===== config.mk =====
export PLATFORM = sky130hd
export DESIGN_NAME = ght_free_map
export DESIGN_NICKNAME = d
export VERILOG_FILES = /design/src/ght_pkg.sv /design/src/ght_free_map.sv
export SDC_FILE = /design/constraint.sdc
export NUM_CORES = 1
export LEC_CHECK = 0
export ABC_CLOCK_PERIOD_IN_PS = 4350
export BUFFER_PORTS_ARGS = -buffer_cell sky130_fd_sc_hd__buf_2
export CAP_MARGIN = 30
export CORE_MARGIN = 1.5
export CORE_UTILIZATION = 63
export CTS_CLUSTER_DIAMETER = 50
export DETAILED_ROUTE_END_ITERATION = 7
export PLACE_DENSITY = 0.92
export SLEW_MARGIN = 20
export SYNTH_ARGS = -nofsm -noshare
export SYNTH_HDL_FRONTEND = slang
export SYNTH_SLANG_ARGS = --single-unit
export TNS_END_PERCENT = 20

===== constraint.sdc =====
create_clock -name i_clk -period 4.35 [get_ports i_clk]
set_clock_uncertainty 0.05 [all_clocks]
set_input_delay 0.87 -clock i_clk [delete_from_list [all_inputs] [get_ports i_clk]]
set_output_delay 0.87 -clock i_clk [all_outputs]
set_load 0.005 [all_outputs]

===== src/ght_pkg.sv =====
`default_nettype none
package ght_pkg;

    localparam int SLOTS     = 256;
    localparam int IDX_W     = $clog2(SLOTS);
    localparam int CNT_W     = $clog2(SLOTS + 1);
    localparam int GEN_W     = 32;
    localparam int GRP_SIZE  = 16;
    localparam int NUM_GRP   = SLOTS / GRP_SIZE;
    localparam int OFF_W     = $clog2(GRP_SIZE);
    localparam int GRP_IDX_W = $clog2(NUM_GRP);

    localparam logic [1:0] CMD_REGISTER   = 2'd0;
    localparam logic [1:0] CMD_UNREGISTER = 2'd1;
    localparam logic [1:0] CMD_QUERY      = 2'd2;

    localparam logic [1:0] ST_OK      = 2'd0;
    localparam logic [1:0] ST_NOT_REG = 2'd1;
    localparam logic [1:0] ST_FULL    = 2'd2;

    typedef struct packed {
        logic             search;
        logic             take;
        logic [IDX_W-1:0] take_slot;
        logic             give;
        logic [IDX_W-1:0] give_slot;
    } t_free_ctl;

    typedef struct packed {
        logic             any_free;
        logic [IDX_W-1:0] free_slot;
        logic             idx_free;
    } t_free_stat;

endpackage
`default_nettype wire


===== src/ght_free_map.sv =====
`default_nettype none
module ght_free_map (
    input  wire logic                      i_clk,
    input  wire logic                      i_rst_n,
    input  wire ght_pkg::t_free_ctl        i_ctl,
    input  wire logic [ght_pkg::IDX_W-1:0] i_idx,
    output ght_pkg::t_free_stat            o_stat
);
    import ght_pkg::*;

    logic [SLOTS-1:0]     r_free;
    logic [GRP_IDX_W-1:0] r_grp;
    logic [NUM_GRP-1:0]   w_grp_any;
    logic [GRP_IDX_W-1:0] w_grp;
    logic [GRP_SIZE-1:0]  w_in_grp;
    logic [OFF_W-1:0]     w_off;

    always_ff @(posedge i_clk) begin
        if (!i_rst_n) begin
            r_free <= '1;
        end else begin
            if (i_ctl.take) begin
                r_free[i_ctl.take_slot] <= 1'b0;
            end
            if (i_ctl.give) begin
                r_free[i_ctl.give_slot] <= 1'b1;
            end
        end
    end

    // first level: lowest group holding a free slot
    always_comb begin
        for (int g = 0; g < NUM_GRP; g++) begin
            w_grp_any[g] = |r_free[g*GRP_SIZE +: GRP_SIZE];
        end
        w_grp = '0;
        for (int g = NUM_GRP - 1; g >= 0; g--) begin
            if (w_grp_any[g]) begin
                w_grp = GRP_IDX_W'(g);
            end
        end
    end

    always_ff @(posedge i_clk) begin
        if (i_ctl.search) begin
            r_grp <= w_grp;
        end
    end

    // second level: lowest free slot inside the latched group
    always_comb begin
        w_in_grp = r_free[r_grp*GRP_SIZE +: GRP_SIZE];
        w_off    = '0;
        for (int k = GRP_SIZE - 1; k >= 0; k--) begin
            if (w_in_grp[k]) begin
                w_off = OFF_W'(k);
            end
        end
    end

    assign o_stat.any_free  = |w_grp_any;
    assign o_stat.free_slot = {r_grp, w_off};
    assign o_stat.idx_free  = r_free[i_idx];

endmodule
`default_nettype wire


==> results.md <==
* Outcome: finished with violations
* Violated checks: design-rule violations, negative setup slack
* Total congestion overflow at 0
* Cell variety after synth at 50
* CTS Buffer Depth at 3
* Routing usage on met2 at between 60% and 70%
* Compound-Gate Fraction of Synth Area at a little over a quarter
* CP cell instances: buf_4 > buf_12 > mux4_2 > mux4_2 > or2_1 > a311o_1 > a21boi_1 > buf_2
* Switching Share at 25.50%
* Xor and xnor area share after synthesis at 0%
* Fill cell count at 1547
* Seq/Total Area, Yosys at around 37%
* Fmax at 229.3 MHz
* Hold Buf Count CTS at 0
* Die area at 23440 sq um
* Cell with the most instances after synthesis: o21ai_0
* Ys Warns at 0
* FP Rows at 54
* CP max stage delay at 0.63 ns
* Layout cell share with drive strength beyond 1 at 19.55%
* Sw Pwr at 0.001385 W
* Hold violation count in the final report at 0
* Commonest cells post-synth: o21ai_0 (257), dfxtp_1 (256), o211ai_1 (256)
* Clk pwr share at 47.9%
* Detail Route Antenna Nets at 0
* Synth Area in Adders at 0%
* CORE AREA at 21960 sq um
* Least-Margin Pin Slew at 1.107 ns
* Synth top area cells: dfxtp_1 (36%), mux4_2 (19%), o211ai_1 (14%)
* CP Data Arrival Time at roughly 3.4 ns
* Total CTS buffers at 30
* Max Cap Violations at 0
* Fin util at 71.72%
* Total power at 0.005431 W
* Port Buffers at 38
* Sequential Area at 5245 sq um
* Final net count at 1391
* CTS tree: built
* GPL Wtd Cong at between 1 and 1.5
* Total GRT Usage at 49.92%
* Pleak at 4.652 nW
* Mean post-synth cell area at 10.27 sq um
* Synthesized instance count at 1382
* FFs w/ async S/R, synth at 0%
* Vias in the first global route at between 10000 and 15000
* Detailed placement HPWL at 39.30 mm
* P&R area growth vs syn at 10.96%
* Multiplexer share of the synthesized area at 21.58%
* Starting Density at 64.63%
* I/O pin total at 39
* # DRC at 5
* CP bufs+invs at 3
* # H-tree levels at 1
* EDFF count, synth at 4
* Final setup violation count at 1
* Vias/cell at 8.674
* Routing usage on met1 at 64.80%
* Critical Path Sink Type: output port
* Internal power at 0.004046 W
* Routed length per instance at 35.50 um
* Sequential Power Share at between 40% and 50%
* Initial antenna violation count at 2
* Gate power share at under 10%
* Grt peak-use layer: met2
* Max FO, Critical Path at 16
* Kind of cell adding the most delay to the critical path: multiplexers
* First-pass GRT wire length at 87.32 mm
* Chip Width at 153.1 um
* Max rail drop VDD at 381.1 uV
* CTS root buf: clkbuf_16
* Drt total wl at 59.21 mm
* Largest net degree at the start of global routing at ~130
* Worst rel slew slack at 26.02%
* Top FF cell, synth: dfxtp_1
* Pwr Density at 344.9 nW/um^2
* Post-synthesis register bit count at 260
* Area share of the largest cell type after synthesis at 36.11%
* Post-Syn Nets at approximately 1400
* Pre-antenna DRT Iters at 8
* Data required time of the worst path at ~3.4 ns
* Hold Crit Class: register to register
* Mapped cell area at 14190 sq um
* Tmin final at around 4.4 ns
* Dominant combinational cell family by area after synthesis: compound AO/OA/AOI/OAI gates
* Synth area leader: dfxtp_1
* Met3 GRT Util at 21.24%
* Slowest CP cell: mux4_2
* Fin crit share at 100.3%
* Crit path kind: register to output port
* Finished Layout Cells at 1668
* Sink Count at 260
* Worst Setup Start Kind: register
* Worst-path clk slew at 0.06 ns
* Area occupied by multi-input gates at around 8400 sq um
* Initial detailed-routing violation count at approximately 2700
* Pre-CTS WS at 0.09025 ns
* Reg2Reg Setup Slack at 1.71 ns
* PnR worst setup slack at -0.01179 ns
* Post-synthesis simple-gate area fraction at 9.821%
* Chip height at approximately 150 um
* Worst-Skew Late Latency at 0.58 ns
* Most used cell, CP: mux4_2
* Vias at 14470
* Placed Cells at 1600
* Slew Limit Fails at 0
logic make-up after synthesis:
| kind of cell | Yosys count |
|---|---|
| DFF | 260 |
| and+or+nand+nor | 255 |
| buffers and inverters | 140 |
| AOI/OAI and AO/OA | 593 |
| muxes | 134 |
layout by cell type, fill, tap and decap left out, types with 18 or more instances in the layout:
master     instances
a22o_1            18
a22oi_1           18
buf_2             35
buf_4             29
clkbuf_16         32
dfxtp_1          256
mux4_2           122
nand2_1           59
nand3_1           27
nand4_1           26
nor2_1            18
nor2b_1           25
nor4_1            67
o211ai_1         256
o21ai_0          257
worst paths after layout:
check        cells past startpoint         from         to
max                              8     r_grp[0]  o_stat[2]
min reg2reg                      2    r_free[8]  r_free[8]
min                              2    r_free[8]  r_free[8]
max reg2reg                      5  r_free[205]   r_grp[2]
through the flow:
stage	TNS (ns)	area [sq um]	hold WS [ns]
after floorplan	0	14190	0.4340
after global placement	0	14460	0.4734
after detailed placement	0	14530	0.4889
after CTS	0	15570	0.4939
after global routing	-0.01065	15740	0.5181
final	-0.01179	15750	0.4979
cell type report:
type	count	area share (%)
Antenna cell	2	0.03178
Inverter	2	0.04767
Multi-Input combinational cell	982	53.09
Sequential cell	260	33.31
Clock buffer	39	5.435
Tap cell	280	2.225
Clock inverter	17	1.128
Timing Repair Buffer	86	4.735
worst register-to-register path: stages (launching register included):
cell	delay (ns)
dfxtp_1	0.38
nor4_1	0.34
nand4_1	0.28
nor4b_1	0.76
o21ai_0	0.33
and2_1	0.26
power groups by stage:
stage / Sequential [W] / Combinational (W) / Clock [W]
after floorplan: 0.00245 / 0.000259 / 0
after global placement: 0.00246 / 0.000383 / 0
after detailed placement: 0.00246 / 0.000390 / 0
after CTS: 0.00240 / 0.000392 / 0.00259
after global routing: 0.00240 / 0.000436 / 0.00268
final: 0.00240 / 0.000424 / 0.00260
what timing repair did:
item                       4_1_cts  5_1_grt
setup endpoints to repair        1        5
buffers inserted                 0        2
gates cloned                     0        1
gates resized for setup          2        6
state kept, by name, indices dropped and copies added, names as in the netlist:
register	flops
r_grp	4
r_free	256
layer usage:
metal	up-vias	part of all wire, %
met5	-	0
met4	0	8.0
met3	399	18
met2	1608	40
met1	6818	34
li1	5644	-
Note: power is estimated with default switching activity, not from simulation.
